--- src/design/hid_keyboard_report_to_keys_assert.svh ---
// Assertion macros for the keyboard decoder RTL.
`ifndef HID_KEYBOARD_REPORT_TO_KEYS_ASSERT_SVH
`define HID_KEYBOARD_REPORT_TO_KEYS_ASSERT_SVH

`ifndef NO_ASSERTIONS

// Same-cycle implication, checked out of reset.
`define HKR_ASSERT_IMP(lbl, clk, rstn, ante, cons) \
    lbl: assert property (@(posedge clk) disable iff (!(rstn)) (ante) |-> (cons)) \
        else $error("hkr assertion failed");

// Next-cycle implication, checked out of reset.
`define HKR_ASSERT_NXT(lbl, clk, rstn, ante, cons) \
    lbl: assert property (@(posedge clk) disable iff (!(rstn)) (ante) |=> (cons)) \
        else $error("hkr assertion failed");

`else

`define HKR_ASSERT_IMP(lbl, clk, rstn, ante, cons)
`define HKR_ASSERT_NXT(lbl, clk, rstn, ante, cons)

`endif

`endif

--- src/design/hkr_pkg.sv ---
`timescale 1ns / 1ps

package hkr_pkg;

    localparam int NSLOTS              = 6;
    localparam int KEYS_PER_REPORT_DEF = 6;

    localparam logic [31:0] DEF_DELAY    = 32'd600;
    localparam logic [31:0] DEF_INTERVAL = 32'd150;

    // input kinds
    localparam logic [1:0] KIND_REPORT = 2'd0;
    localparam logic [1:0] KIND_TICK   = 2'd1;
    localparam logic [1:0] KIND_CLEAR  = 2'd2;

    // config register indexes
    localparam logic [1:0] CFG_FIRST_DELAY     = 2'd0;
    localparam logic [1:0] CFG_REPEAT_INTERVAL = 2'd1;

    typedef enum logic [2:0] {
        ST_IDLE,
        ST_EVAL,
        ST_TICK_CHECK,
        ST_TICK_CATCH,
        ST_EMIT
    } state_t;

    // per-slot findings
    typedef struct packed {
        logic       fresh;      // usage > 3 and not in previous report
        logic       code_nz;    // translation is nonzero
        logic       held_match; // slot holds the current held usage
        logic [7:0] usage;
        logic [7:0] code;
    } lane_t;

    // hold-state update from the merge stage
    typedef struct packed {
        logic       on;
        logic       fresh;      // restart first delay
        logic [7:0] usage;
        logic [7:0] code;
    } hold_t;

    // {unshifted, shifted} for usages below 57
    function automatic logic [15:0] hkr_ascii(input logic [7:0] u);
        logic [15:0] r;
        r = 16'h0000;
        case (u) inside
            [8'd4:8'd29]:  r = {u + 8'h5D, u + 8'h3D};
            8'd30: r = {8'h31, 8'h21};
            8'd31: r = {8'h32, 8'h40};
            8'd32: r = {8'h33, 8'h23};
            8'd33: r = {8'h34, 8'h24};
            8'd34: r = {8'h35, 8'h25};
            8'd35: r = {8'h36, 8'h5E};
            8'd36: r = {8'h37, 8'h26};
            8'd37: r = {8'h38, 8'h2A};
            8'd38: r = {8'h39, 8'h28};
            8'd39: r = {8'h30, 8'h29};
            8'd40: r = {8'h0D, 8'h0D};
            8'd41: r = {8'h1B, 8'h1B};
            8'd42: r = {8'h08, 8'h08};
            8'd43: r = {8'h09, 8'h09};
            8'd44: r = {8'h20, 8'h20};
            8'd45: r = {8'h2D, 8'h5F};
            8'd46: r = {8'h3D, 8'h2B};
            8'd47: r = {8'h5B, 8'h7B};
            8'd48: r = {8'h5D, 8'h7D};
            8'd49: r = {8'h5C, 8'h7C};
            8'd50: r = {8'h5C, 8'h7C};
            8'd51: r = {8'h3B, 8'h3A};
            8'd52: r = {8'h27, 8'h22};
            8'd53: r = {8'h60, 8'h7E};
            8'd54: r = {8'h2C, 8'h3C};
            8'd55: r = {8'h2E, 8'h3E};
            8'd56: r = {8'h2F, 8'h3F};
            default: r = 16'h0000;
        endcase
        return r;
    endfunction

    function automatic logic [7:0] hkr_nav(input logic [7:0] u);
        logic [7:0] r;
        r = 8'h00;
        case (u)
            8'h49: r = 8'h84; // Insert
            8'h4A: r = 8'h86; // Home
            8'h4B: r = 8'h88; // PgUp
            8'h4C: r = 8'h7F; // Delete
            8'h4D: r = 8'h87; // End
            8'h4E: r = 8'h89; // PgDn
            8'h4F: r = 8'h83; // Right
            8'h50: r = 8'h82; // Left
            8'h51: r = 8'h81; // Down
            8'h52: r = 8'h80; // Up
            default: r = 8'h00;
        endcase
        return r;
    endfunction

    function automatic logic [7:0] hkr_xlate(input logic [7:0] mods, input logic [7:0] u);
        logic [15:0] pair;
        logic [7:0]  r;
        pair = hkr_ascii(u);
        if ((u inside {[8'h04:8'h1D]}) && ((mods & 8'h11) != 8'h00)) begin
            r = u - 8'h03;
        end else if (u < 8'd57) begin
            r = ((mods & 8'h22) != 8'h00) ? pair[7:0] : pair[15:8];
        end else if (u inside {[8'h3A:8'h45]}) begin
            r = u + 8'h57; // F1..F12 -> 0x91..0x9C
        end else begin
            r = hkr_nav(u);
        end
        return r;
    endfunction

endpackage

--- src/design/hkr_lane.sv ---
`timescale 1ns / 1ps

module hkr_lane #(
    parameter int K = 6
) (
    input  logic [7:0]          key,
    input  logic [7:0]          mods,
    input  logic [K-1:0][7:0]   prev_keys,
    input  logic [7:0]          held_usage,
    output hkr_pkg::lane_t      lane
);
    import hkr_pkg::*;

    logic       seen;
    logic [7:0] code;

    always_comb begin
        seen = 1'b0;
        for (int j = 0; j < K; j++) begin
            if (prev_keys[j] == key) seen = 1'b1;
        end
    end

    assign code = hkr_xlate(mods, key);

    always_comb begin
        lane.fresh      = (key > 8'd3) && !seen;
        lane.code_nz    = (code != 8'h00);
        lane.held_match = (key == held_usage);
        lane.usage      = key;
        lane.code       = code;
    end

endmodule

--- src/design/hkr_merge.sv ---
`timescale 1ns / 1ps

module hkr_merge #(
    parameter int K = 6
) (
    input  hkr_pkg::lane_t [K-1:0] lanes,
    input  logic                   repeat_on,
    output logic [K-1:0]           emit_mask,
    output hkr_pkg::hold_t         hold
);
    import hkr_pkg::*;

    logic       new_any, new_nz;
    logic [7:0] new_usage, new_code;
    logic       nz_any;
    logic [7:0] nz_usage, nz_code;
    logic       hit_any, hit_nz;
    logic [7:0] hit_usage, hit_code;

    // last new slot decides the hold left by the press pass
    always_comb begin
        new_any   = 1'b0;
        new_nz    = 1'b0;
        new_usage = 8'h00;
        new_code  = 8'h00;
        for (int i = 0; i < K; i++) begin
            emit_mask[i] = lanes[i].fresh & lanes[i].code_nz;
            if (lanes[i].fresh) begin
                new_any   = 1'b1;
                new_nz    = lanes[i].code_nz;
                new_usage = lanes[i].usage;
                new_code  = lanes[i].code;
            end
        end
    end

    // first nonzero slot and first slot matching the held usage
    always_comb begin
        nz_any    = 1'b0;
        nz_usage  = 8'h00;
        nz_code   = 8'h00;
        hit_any   = 1'b0;
        hit_nz    = 1'b0;
        hit_usage = 8'h00;
        hit_code  = 8'h00;
        for (int i = K - 1; i >= 0; i--) begin
            if (lanes[i].code_nz) begin
                nz_any   = 1'b1;
                nz_usage = lanes[i].usage;
                nz_code  = lanes[i].code;
            end
            if (lanes[i].held_match) begin
                hit_any   = 1'b1;
                hit_nz    = lanes[i].code_nz;
                hit_usage = lanes[i].usage;
                hit_code  = lanes[i].code;
            end
        end
    end

    always_comb begin
        hold = '0;
        if (!new_any && repeat_on && hit_any) begin
            // held key still down: refresh code, drop if it turned zero
            if (hit_nz) begin
                hold.on    = 1'b1;
                hold.usage = hit_usage;
                hold.code  = hit_code;
            end
        end else if (new_any && new_nz) begin
            hold.on    = 1'b1;
            hold.fresh = 1'b1;
            hold.usage = new_usage;
            hold.code  = new_code;
        end else if (nz_any) begin
            hold.on    = 1'b1;
            hold.fresh = 1'b1;
            hold.usage = nz_usage;
            hold.code  = nz_code;
        end
    end

endmodule

--- src/design/hid_keyboard_report_to_keys.sv ---
`timescale 1ns / 1ps
// Channel | Ports                                   | Dir | Beat
// s_      | s_kind s_modifiers s_key_0..s_key_5     | in  | one report / tick / clear
// m_      | m_char_code m_last_of_run               | out | one translated code
// cfg_    | cfg_index cfg_data                      | in  | one register write
//
// A report passes ST_EVAL, then ST_EMIT for each emitted code (up to K total); a tick
// passes ST_EVAL and ST_TICK_CHECK, plus ST_TICK_CATCH and ST_EMIT with a repeat code.
// The buffer drains one code per cycle into the output register unless m_ready stalls it.
// Reset (aresetn low, synchronous) clears previous keys, hold state, time and
// registers to 600/150. m_ready low stalls the emit drain; s_ready is high in idle,
// also while the last code still sits in the output register.

`include "hid_keyboard_report_to_keys_assert.svh"

module hid_keyboard_report_to_keys #(
    parameter int KEYS_PER_REPORT = hkr_pkg::KEYS_PER_REPORT_DEF
) (
    input  logic        aclk,
    input  logic        aresetn,
    // report / tick / clear beats
    input  logic        s_valid,
    output logic        s_ready,
    input  logic [1:0]  s_kind,
    input  logic [7:0]  s_modifiers,
    input  logic [7:0]  s_key_0,
    input  logic [7:0]  s_key_1,
    input  logic [7:0]  s_key_2,
    input  logic [7:0]  s_key_3,
    input  logic [7:0]  s_key_4,
    input  logic [7:0]  s_key_5,
    // translated code beats
    output logic        m_valid,
    input  logic        m_ready,
    output logic [7:0]  m_char_code,
    output logic        m_last_of_run,
    // register writes
    input  logic        cfg_valid,
    output logic        cfg_ready,
    input  logic [1:0]  cfg_index,
    input  logic [15:0] cfg_data
);
    import hkr_pkg::*;

    localparam int K = KEYS_PER_REPORT;

    // FSM and control
    state_t         state_reg, state_next;
    logic           m_valid_reg, m_valid_next;
    logic [K-1:0]   emit_mask_reg, emit_mask_next;

    // model state
    logic [K-1:0][7:0] prev_keys_reg, prev_keys_next;
    logic [7:0]     held_usage_reg, held_usage_next;
    logic [7:0]     held_code_reg, held_code_next;
    logic           repeat_on_reg, repeat_on_next;
    logic [31:0]    due_reg, due_next;
    logic [31:0]    time_now_reg, time_now_next;
    logic [15:0]    first_delay_reg;
    logic [15:0]    repeat_interval_reg;

    // payload
    logic [1:0]        kind_reg;
    logic [7:0]        mods_reg;
    logic [K-1:0][7:0] key_reg;
    logic [K-1:0][7:0] emit_code_reg, emit_code_next;
    logic [7:0]        m_char_code_reg, m_char_code_next;
    logic              m_last_reg, m_last_next;

    logic [NSLOTS-1:0][7:0] keys_in;
    lane_t [K-1:0]  lane_res;
    logic [K-1:0]   rpt_mask;
    hold_t          hold;

    logic           s_fire;
    logic           out_load;
    logic [K-1:0]   sel_onehot;
    logic [K-1:0]   mask_left;
    logic [7:0]     sel_code;
    logic [31:0]    delay_eff;
    logic [31:0]    iv_eff;
    logic [31:0]    due_diff;
    logic           tick_hit;

    assign keys_in[0] = s_key_0;
    assign keys_in[1] = s_key_1;
    assign keys_in[2] = s_key_2;
    assign keys_in[3] = s_key_3;
    assign keys_in[4] = s_key_4;
    assign keys_in[5] = s_key_5;

    // one lane per report slot
    for (genvar gi = 0; gi < K; gi++) begin : g_lane
        hkr_lane #(.K(K)) u_lane (
            .key        (key_reg[gi]),
            .mods       (mods_reg),
            .prev_keys  (prev_keys_reg),
            .held_usage (held_usage_reg),
            .lane       (lane_res[gi])
        );
    end

    hkr_merge #(.K(K)) u_merge (
        .lanes     (lane_res),
        .repeat_on (repeat_on_reg),
        .emit_mask (rpt_mask),
        .hold      (hold)
    );

    assign s_ready   = (state_reg == ST_IDLE);
    assign s_fire    = s_valid && s_ready;
    assign cfg_ready = 1'b1;

    assign m_valid       = m_valid_reg;
    assign m_char_code   = m_char_code_reg;
    assign m_last_of_run = m_last_reg;

    // zero register value selects the default
    assign delay_eff = (first_delay_reg == 16'd0) ? DEF_DELAY : {16'd0, first_delay_reg};
    assign iv_eff    = (repeat_interval_reg == 16'd0) ? DEF_INTERVAL
                                                       : {16'd0, repeat_interval_reg};

    // due when (now - due) has bit 31 clear
    assign due_diff = time_now_reg - due_reg;
    assign tick_hit = repeat_on_reg && (held_code_reg != 8'h00) && !due_diff[31];

    // lowest pending code goes out first
    assign out_load   = (state_reg == ST_EMIT) && (!m_valid_reg || m_ready);
    assign sel_onehot = emit_mask_reg & (~emit_mask_reg + K'(1));
    assign mask_left  = emit_mask_reg & ~sel_onehot;

    always_comb begin
        sel_code = 8'h00;
        for (int i = 0; i < K; i++) begin
            if (sel_onehot[i]) sel_code = emit_code_reg[i];
        end
    end

    // next state
    always_comb begin
        state_next = state_reg;
        case (state_reg)
            ST_IDLE: begin
                if (s_valid) state_next = ST_EVAL;
            end
            ST_EVAL: begin
                case (kind_reg)
                    KIND_REPORT: state_next = (rpt_mask != '0) ? ST_EMIT : ST_IDLE;
                    KIND_TICK:   state_next = ST_TICK_CHECK;
                    default:     state_next = ST_IDLE;
                endcase
            end
            ST_TICK_CHECK: begin
                state_next = tick_hit ? ST_TICK_CATCH : ST_IDLE;
            end
            ST_TICK_CATCH: begin
                state_next = ST_EMIT;
            end
            ST_EMIT: begin
                if (out_load && (mask_left == '0)) state_next = ST_IDLE;
            end
            default: state_next = ST_IDLE;
        endcase
    end

    // datapath and outputs
    always_comb begin
        emit_mask_next   = emit_mask_reg;
        emit_code_next   = emit_code_reg;
        prev_keys_next   = prev_keys_reg;
        held_usage_next  = held_usage_reg;
        held_code_next   = held_code_reg;
        repeat_on_next   = repeat_on_reg;
        due_next         = due_reg;
        time_now_next    = time_now_reg;
        m_char_code_next = m_char_code_reg;
        m_last_next      = m_last_reg;
        m_valid_next     = m_ready ? 1'b0 : m_valid_reg;

        case (state_reg)
            ST_EVAL: begin
                case (kind_reg)
                    KIND_REPORT: begin
                        emit_mask_next = rpt_mask;
                        for (int i = 0; i < K; i++) begin
                            emit_code_next[i] = lane_res[i].code;
                        end
                        prev_keys_next  = key_reg;
                        repeat_on_next  = hold.on;
                        held_usage_next = hold.usage;
                        held_code_next  = hold.code;
                        if (hold.fresh) begin
                            due_next = time_now_reg + delay_eff;
                        end else if (!hold.on) begin
                            due_next = 32'd0;
                        end
                    end
                    KIND_TICK: begin
                        time_now_next = time_now_reg + 32'd1;
                    end
                    KIND_CLEAR: begin
                        prev_keys_next  = '0;
                        repeat_on_next  = 1'b0;
                        held_usage_next = 8'h00;
                        held_code_next  = 8'h00;
                        due_next        = 32'd0;
                    end
                    default: ;
                endcase
            end
            ST_TICK_CHECK: begin
                if (tick_hit) begin
                    emit_mask_next    = K'(1);
                    emit_code_next[0] = held_code_reg;
                    due_next          = due_reg + iv_eff;
                end
            end
            ST_TICK_CATCH: begin
                // fell behind by one interval or more: restart from now
                if (!due_diff[31]) due_next = time_now_reg + iv_eff;
            end
            ST_EMIT: begin
                if (out_load) begin
                    m_valid_next     = 1'b1;
                    m_char_code_next = sel_code;
                    m_last_next      = (mask_left == '0);
                    emit_mask_next   = mask_left;
                end
            end
            default: ;
        endcase
    end

    // control and model state
    always_ff @(posedge aclk) begin
        if (!aresetn) begin
            state_reg           <= ST_IDLE;
            m_valid_reg         <= 1'b0;
            emit_mask_reg       <= '0;
            prev_keys_reg       <= '0;
            held_usage_reg      <= 8'h00;
            held_code_reg       <= 8'h00;
            repeat_on_reg       <= 1'b0;
            due_reg             <= 32'd0;
            time_now_reg        <= 32'd0;
            first_delay_reg     <= DEF_DELAY[15:0];
            repeat_interval_reg <= DEF_INTERVAL[15:0];
        end else begin
            state_reg      <= state_next;
            m_valid_reg    <= m_valid_next;
            emit_mask_reg  <= emit_mask_next;
            prev_keys_reg  <= prev_keys_next;
            held_usage_reg <= held_usage_next;
            held_code_reg  <= held_code_next;
            repeat_on_reg  <= repeat_on_next;
            due_reg        <= due_next;
            time_now_reg   <= time_now_next;
            if (cfg_valid && cfg_ready) begin
                case (cfg_index)
                    CFG_FIRST_DELAY:     first_delay_reg     <= cfg_data;
                    CFG_REPEAT_INTERVAL: repeat_interval_reg <= cfg_data;
                    default: ;
                endcase
            end
        end
    end

    // payload, no reset
    always_ff @(posedge aclk) begin
        if (s_fire) begin
            kind_reg <= s_kind;
            mods_reg <= s_modifiers;
            key_reg  <= keys_in[K-1:0];
        end
        emit_code_reg   <= emit_code_next;
        m_char_code_reg <= m_char_code_next;
        m_last_reg      <= m_last_next;
    end

    // checks
    `HKR_ASSERT_NXT(a_accept_to_eval, aclk, aresetn, s_fire, state_reg == ST_EVAL)
    `HKR_ASSERT_IMP(a_idle_buffer_empty, aclk, aresetn, state_reg == ST_IDLE, emit_mask_reg == '0)
    `HKR_ASSERT_IMP(a_held_code_nz, aclk, aresetn, repeat_on_reg, held_code_reg != 8'h00)
    `HKR_ASSERT_IMP(a_held_usage_key, aclk, aresetn, repeat_on_reg, held_usage_reg > 8'd3)

endmodule
--- config.mk ---
export PLATFORM = sky130hd
export DESIGN_NAME = hid_keyboard_report_to_keys
export DESIGN_NICKNAME = d
export VERILOG_FILES = /design/src/design/hkr_pkg.sv /design/src/design/hkr_lane.sv /design/src/design/hkr_merge.sv /design/src/design/hid_keyboard_report_to_keys.sv
export VERILOG_INCLUDE_DIRS = /design/src /design/src/design
export SDC_FILE = /design/constraint.sdc
export NUM_CORES = 2
export LEC_CHECK = 0
export ABC_CLOCK_PERIOD_IN_PS = 6300
export BUFFER_PORTS_ARGS = -buffer_cell sky130_fd_sc_hd__buf_4
export CAP_MARGIN = 20
export CORE_MARGIN = 2
export CORE_UTILIZATION = 36
export DETAILED_ROUTE_END_ITERATION = 12
export MAX_ROUTING_LAYER = met4
export PLACE_DENSITY = 0.58
export SYNTH_ARGS = -nofsm -noshare
export SYNTH_HDL_FRONTEND = slang
export SYNTH_SLANG_ARGS = --single-unit
export TNS_END_PERCENT = 50
--- constraint.sdc ---
create_clock -name aclk -period 6.3 [get_ports aclk]
set_input_delay 0.945 -clock aclk [delete_from_list [all_inputs] [get_ports aclk]]
set_output_delay 0.945 -clock aclk [all_outputs]
set_load 0.02 [all_outputs]
# Word level (Yosys, flattened, before mapping)
# Index checks and enable logic that the tools add are counted.
[op_classes] n_reduce_logical=72 eq_ne=279 addsub=30 order_cmp=36 muxes=341 n_bitwise=10
[ops] cell="$mux W16" n=166
[ops] cell="$eq A8 B6 Y1 const B" n=150
[ops] cell="$mux W8" n=68
[ops] cell="$eq A8 B7 Y1 const B" n=60
[ops] cell="$pmux W8 S10" n=6
[ops] cell="$eq A8 B8 Y1" n=42
[ops] cell="$mux W32" n=4
[ops] cell="$add A32 B16 Y32" n=3
[ops] cell="$add A8 B7 Y8 const B" n=12
[ops] cell="$eq A8 B5 Y1 const B" n=12
[ops] cell="$pmux W32 S3" n=1
[ops] cell="$pmux W48 S2" n=1
[ops] cell="$mux W14" n=6
[ops] cell="$mux W1" n=72
[ops] cell="$reduce_bool A8 Y1" n=9
[ops] cell="$pmux W32 S2" n=1
[ops] cell="$add A8 B6 Y8 const B" n=6
[ops] cell="$ge A8 B3 Y1 const B" n=6
[ops] cell="$ge A8 B6 Y1 const B" n=6
[ops] cell="$gt A8 B2 Y1 const B" n=6
[ops] cell="$le A8 B5 Y1 const B" n=6
[ops] cell="$le A8 B7 Y1 const B" n=6
[ops] cell="$lt A8 B6 Y1 const B" n=6
[ops] cell="$pmux W8 S2" n=3
[ops] cell="38 further kinds" n=110
[word_totals] regBits=284 input_bits=81 output_inout_bits=12 elab_cells=800

# Depth between registers and ports, before layout
[depth] ltp_word=46 depth_mapped=21

# Hierarchy
# A second synthesis with hierarchy kept.
[unflattened] hier_cells=4339 area_unflattened_um2=32414.8
[modules_own_cells] mod="hid_keyboard_report_to_keys" area_per_inst_um2=14543.9 cells_per_inst=1583 n_inst=1 seq_area_each_um2=6876.6
[modules_own_cells] mod="hkr_lane at g_lane[0].u_lane ..." area_per_inst_um2=2501.1 cells_per_inst=376 n_inst=4 seq_area_each_um2=0.0
[modules_own_cells] mod="hkr_merge" area_per_inst_um2=2904.0 cells_per_inst=501 n_inst=1 seq_area_each_um2=0.0
[modules_own_cells] mod="hkr_lane at g_lane[4].u_lane" area_per_inst_um2=2508.7 cells_per_inst=382 n_inst=1 seq_area_each_um2=0.0
[modules_own_cells] mod="hkr_lane at g_lane[5].u_lane" area_per_inst_um2=2453.6 cells_per_inst=369 n_inst=1 seq_area_each_um2=0.0

# Worst setup path before layout
# Ideal clock, no wire load.
[synth_timing] path_type="register to register" startpoint="register state_reg[1]" endpoint="register due_reg[28]" setup_time_ps=134 synth_period_minus_slack_ps=4889 path_slack_ps=1411 path_buffers=5 arrival_time_ps=4755 stages_incl_launch_ff=21 required_ps=6166 cell_sequence="dfxtp_1 -> clkbuf_1 -> and3b_1 -> clkbuf_1 -> clkbuf_1 -> buf_1 -> buf_1 -> a21o_1 -> inv_1 -> fa_1 -> nor2b_1 -> o21ai_0 -> a21oi_1 -> o41a_1 -> a31oi_1 -> o311ai_1 -> nand3b_1 -> or2_2 -> or3_1 -> a32oi_1 -> a211oi_1"
[synth_via] elab_chain_len=3 word_cells_on_any_way=10
[synth_rtl] element="from (decl)" line="hid_keyboard_report_to_keys.sv:48" rtl="state_t state_reg, state_next;"
[synth_rtl] element="from (signal assigned)" line="hid_keyboard_report_to_keys.sv:249" rtl="state_reg <= state_next;"
[synth_rtl] element="$eq A3 B1 Y1 / $eq A3 B2 Y1 (equally long branches)" line="hid_keyboard_report_to_keys.sv:180" rtl="case (state_reg)"
[synth_rtl] element="$ne A4 B4 Y1 (no line), or another cell as far along"
[synth_rtl] element="$reduce_and A5 Y1 (no line)"
[synth_rtl] element="to (signal assigned)" line="hid_keyboard_report_to_keys.sv:256" rtl="due_reg <= due_next;"
[synth_rtl] element="to (decl)" line="hid_keyboard_report_to_keys.sv:57" rtl="logic [31:0] due_reg, due_next;"
# Several ways; a longest one is shown, not always the timed one.
# A chain may end at the register's enable or synchronous reset.

# Worst setup path in the final report
[layout_timing] startpoint="register key_reg[40] (netlist name)" endpoint="register held_usage_reg[2]"
[layout_via] elab_chain_len=43 word_cells_on_any_way=141
[layout_rtl] element="from (decl)" line="hid_keyboard_report_to_keys.sv:65" rtl="logic [K-1:0][7:0] key_reg;"
[layout_rtl] element="from (signal assigned)" line="hid_keyboard_report_to_keys.sv:273" rtl="key_reg <= keys_in[K-1:0];"
[layout_rtl] element="$eq A8 B6 Y1" line="hkr_pkg.sv:105" rtl="pair = hkr_ascii(u);"
[layout_rtl] element="$mux W14" line="hkr_pkg.sv:49" rtl="case (u) inside"
[layout_rtl] element="$mux W16 (27 in a row)" line="hkr_pkg.sv:49"
[layout_rtl] element="$mux W8" line="hkr_pkg.sv:109" rtl="r = ((mods & 8'h22) != 8'h00) ? pair[7:0] : pair[15:8];"
[layout_rtl] element="$mux W8" line="hkr_pkg.sv:108" rtl="end else if (u < 8'd57) begin"
[layout_rtl] element="$mux W8" line="hkr_pkg.sv:106" rtl="if ((u inside {[8'h04:8'h1D]}) && ((mods & 8'h11) != 8'h00)) begin"
[layout_rtl] element="$reduce_bool A8 Y1" line="hkr_lane.sv:28" rtl="lane.code_nz = (code != 8'h00);"
[layout_rtl] element="$mux W8 / $mux W1 (equally long branches) (6 in a row)" line="hkr_merge.sv:47" rtl="if (lanes[i].code_nz) begin"
[layout_rtl] element="$mux W18" line="hkr_merge.sv:75" rtl="end else if (nz_any) begin"
[layout_rtl] element="$mux W18" line="hkr_merge.sv:70" rtl="end else if (new_any && new_nz) begin"
[layout_rtl] element="$mux W16 *" line="hkr_merge.sv:63" rtl="if (!new_any && repeat_on && hit_any) begin"
[layout_rtl] element="$pmux W8 S2 *" line="hid_keyboard_report_to_keys.sv:182" rtl="case (kind_reg)"
[layout_rtl] element="to (signal assigned)" line="hid_keyboard_report_to_keys.sv:253" rtl="held_usage_reg <= held_usage_next;"
[layout_rtl] element="to (decl)" line="hid_keyboard_report_to_keys.sv:54" rtl="logic [7:0] held_usage_reg, held_usage_next;"
# Mark *: on every way between the ends. The rest lies on a longest branch, timed or not.

==> flow_metrics.tcl <==
set metrics [dict create \
    reg2reg_to "held_usage_reg[2]" \
    grt-ovfl-total 0 \
    yosys.area.top_type_share_pct 11.0 \
    worst_path_max_delay_cell "nor4_1" \
    grt_max_degree 98 \
    maxSlewViolCount 0 \
    cts_buffers 41 \
    critPathKind "register to register" \
    synth_edf_count 111 \
    synthCells 4195 \
    synth_cell_types 112 \
    p_leak_nw 12.2 \
    clock-sinks 282 \
    antenna_left 0 \
    dr.pass1.iters 8 \
    grt_use_total_pct 28.5 \
    r2r_cells 14 \
    synth_largest_area_cell "dfxtp_1" \
    die_width_um 299 \
    syn_to_final_growth_pct 9.74 \
    grt_pass1_vias 30900 \
    fill_cells 8887 \
    cts_root_buffer "clkbuf_16" \
    antenna_found_initial 3 \
    syn_area_mm2 0.0312 \
    synth_nets 4371 \
    cts_buffer_depth 3 \
    reg2reg_slack_ns 0.44 \
    fmax_mhz 171 \
    met1_usage_pct 39.3 \
    ys.warnings.count 0 \
    power_density_mw_per_mm2 183 \
    startpoint "key_reg[40]" \
    async_flop_share_pct 0 \
    fin_nets 4215 \
    ys_top_cells_by_count "nand2_1 (340), a21oi_1 (327), nor2_1 (306)" \
    status "finished, final reports clean" \
    peakVddDrop_uv 201 \
    vias_per_cell 6.43 \
    dp_hpwl_um 90600 \
    holdCritPathClass "register to register" \
    p_total_mw 6.28 \
    rsz0062_at_grt "false" \
    cp-start-kind "register" \
    yosysSeqAreaShare_pct 21.6 \
    drv_cap 0 \
    cp_max_fo 27 \
    post-route-period-util_pct 93.0 \
    cp_slowest_stage_delay_ns 0.86 \
    cts-resized-gates 0 \
    crit_top_cell "o22ai_1" \
    routedWlPerCell_um 24.5 \
    met3_usage_pct 4.97 \
    worstReg2RegStart "key_reg[40]" \
    grt.busiest_layer "met2" \
    synth.area.top_cells "dfxtp_1 (11%), edfxtp_1 (11%), xor2_1 (7.0%)" \
    cts_hold_buffers 0 \
    start_util_pct 36.2 \
    worst_pin_slew_ns 1.10 \
    cts_tree "done" \
    path_buf_inv 2 \
    clk_latency_ns 0.61 \
    coreArea_mm2 0.0863 \
    worstPathRequired_ns 6.83 \
    hp-start "repeat_interval_reg[7]" \
    post_cts_buffers 0 \
    ys.flop_type "dfxtp_1" \
    path_delay_family "simple AND/OR/NAND/NOR gates" \
    die_area_mm2 0.0891 \
    io_buffers 87 \
    ioPinCount 93 \
    crit_end "held_usage_reg[2]" \
    row_count 108 \
    finalWirelength_um 128000 \
    numPlacedInstances 5149 \
    end_kind "register" \
    finalSetupTns_ns 0 \
    fin_cells 5230 \
    die_h_um 299 \
    synth_seq_cells 282 \
    finish.utilization_pct 39.7 \
    crit_chain "inv_1 > ha_1 > nor4_1 > o22ai_1 > a22o_1 > nor3_1 > o311ai_0 > nand4bb_1 > or3_1 > o22ai_1 > o21ba_1 > buf_4 > or4b_1 > nand3_1" \
    worst_clock_skew_ns 0.0374 \
    drc 0 \
    slew_headroom_pct 25.9 \
    drive_gt1_share_pct 11.0 \
    clk_pin_slew_ns 0.06 \
    finalHoldViolCount 0 \
    period_needed_ns 5.86 \
    setup_viol 0 \
    vias 33600 \
    drt-initial-drc-count 5130 \
    place.gp.congestion 1.03 \
    yosysMostFrequentCell "nand2_1" \
    h-tree-depth 2 \
    cp.depth 14 \
    critPathArrivalTime_ns 6.39 \
    grt_pass1_wl_um 196000 \
    syn_area_per_cell_um2 7.44 \
    grtUsageMet2_pct 41.2 \
]
[area by class of cell]
| type | count | area (um^2) | share of cell area, % |
|---|---|---|---|
| Tap cell | 1155 | 1450 | 4.22 |
| Inverter | 119 | 452 | 1.32 |
| Clock inverter | 22 | 272 | 0.792 |
| Antenna cell | 3 | 7.51 | 0.0219 |
| Sequential cell | 282 | 6760 | 19.7 |
| Multi-Input combinational cell | 3330 | 22100 | 64.6 |
| Timing Repair Buffer | 265 | 2030 | 5.93 |
| Clock buffer | 54 | 1160 | 3.38 |
[worst min path at each step]
stage | end | slack, ns | cells after the start
global placement | repeat_interval_reg[7] | 0.47 | 2
global route | kind_reg[1] | 0.49 | 1
floorplan | first_delay_reg[13] | 0.45 | 2
finish | repeat_interval_reg[7] | 0.48 | 2
CTS | kind_reg[1] | 0.48 | 1
detailed placement | first_delay_reg[6] | 0.48 | 2
[per-stage QoR]
| stage | instance area (um^2) | hold WS (ns) | setup WS [ns] |
|---|---|---|---|
| global route | 34300 | 0.486 | 0.300 |
| global placement | 32800 | 0.468 | 0.762 |
| CTS | 34200 | 0.479 | 0.767 |
| floorplan | 31200 | 0.448 | 1.41 |
| finish | 34300 | 0.482 | 0.439 |
| detailed placement | 32800 | 0.476 | 0.790 |
[worst reg2reg max path, cell delays in order (launching register included)]
cell,delay (ns)
edfxtp_1,0.70
inv_1,0.31
ha_1,0.63
nor4_1,0.87
o22ai_1,0.16
a22o_1,0.21
nor3_1,0.42
o311ai_0,0.24
nand4bb_1,0.29
or3_1,0.60
o22ai_1,0.27
o21ba_1,0.27
buf_4,0.20
or4b_1,0.53
nand3_1,0.09
[per-layer routing]
layer,wire (um),vias up
met4,5940,0
met5,0,-
met1,55200,15900
met2,54000,2117
met3,13200,351
li1,-,15300
[cells in the final DEF (no fill, tap or decap), drive strengths merged, types with 98 or more instances in the layout]
cell type / instances
nand2: 340
a21oi: 327
nor2: 307
buf: 264
xor2: 251
o21ai: 204
xnor2: 188
dfxtp: 171
nand3: 141
nor3: 117
inv: 116
edfxtp: 111
nor4: 98
[logic make-up (layout without fill, tap and decap cells)]
kind of cell	after synthesis	after routing	share of synthesized area, %
adder cells (fa/ha/maj)	96	96	3.89
other	1	4	0.0120
XOR/XNOR	439	439	12.3
multiplexers	29	29	0.990
AO/OA/AOI/OAI	1278	1278	28.4
buffers and inverters	583	460	7.64
flip-flops	282	282	21.6
AND/OR/NAND/NOR	1487	1487	25.1
[where the power goes]
group,internal [mW],total [mW],switching [mW]
sequential,1.96,2.08,0.116
combinational,0.586,1.72,1.13
clock,1.47,2.48,1.00
total,4.02,6.28,2.25
(Power assumes the default switching activity.)
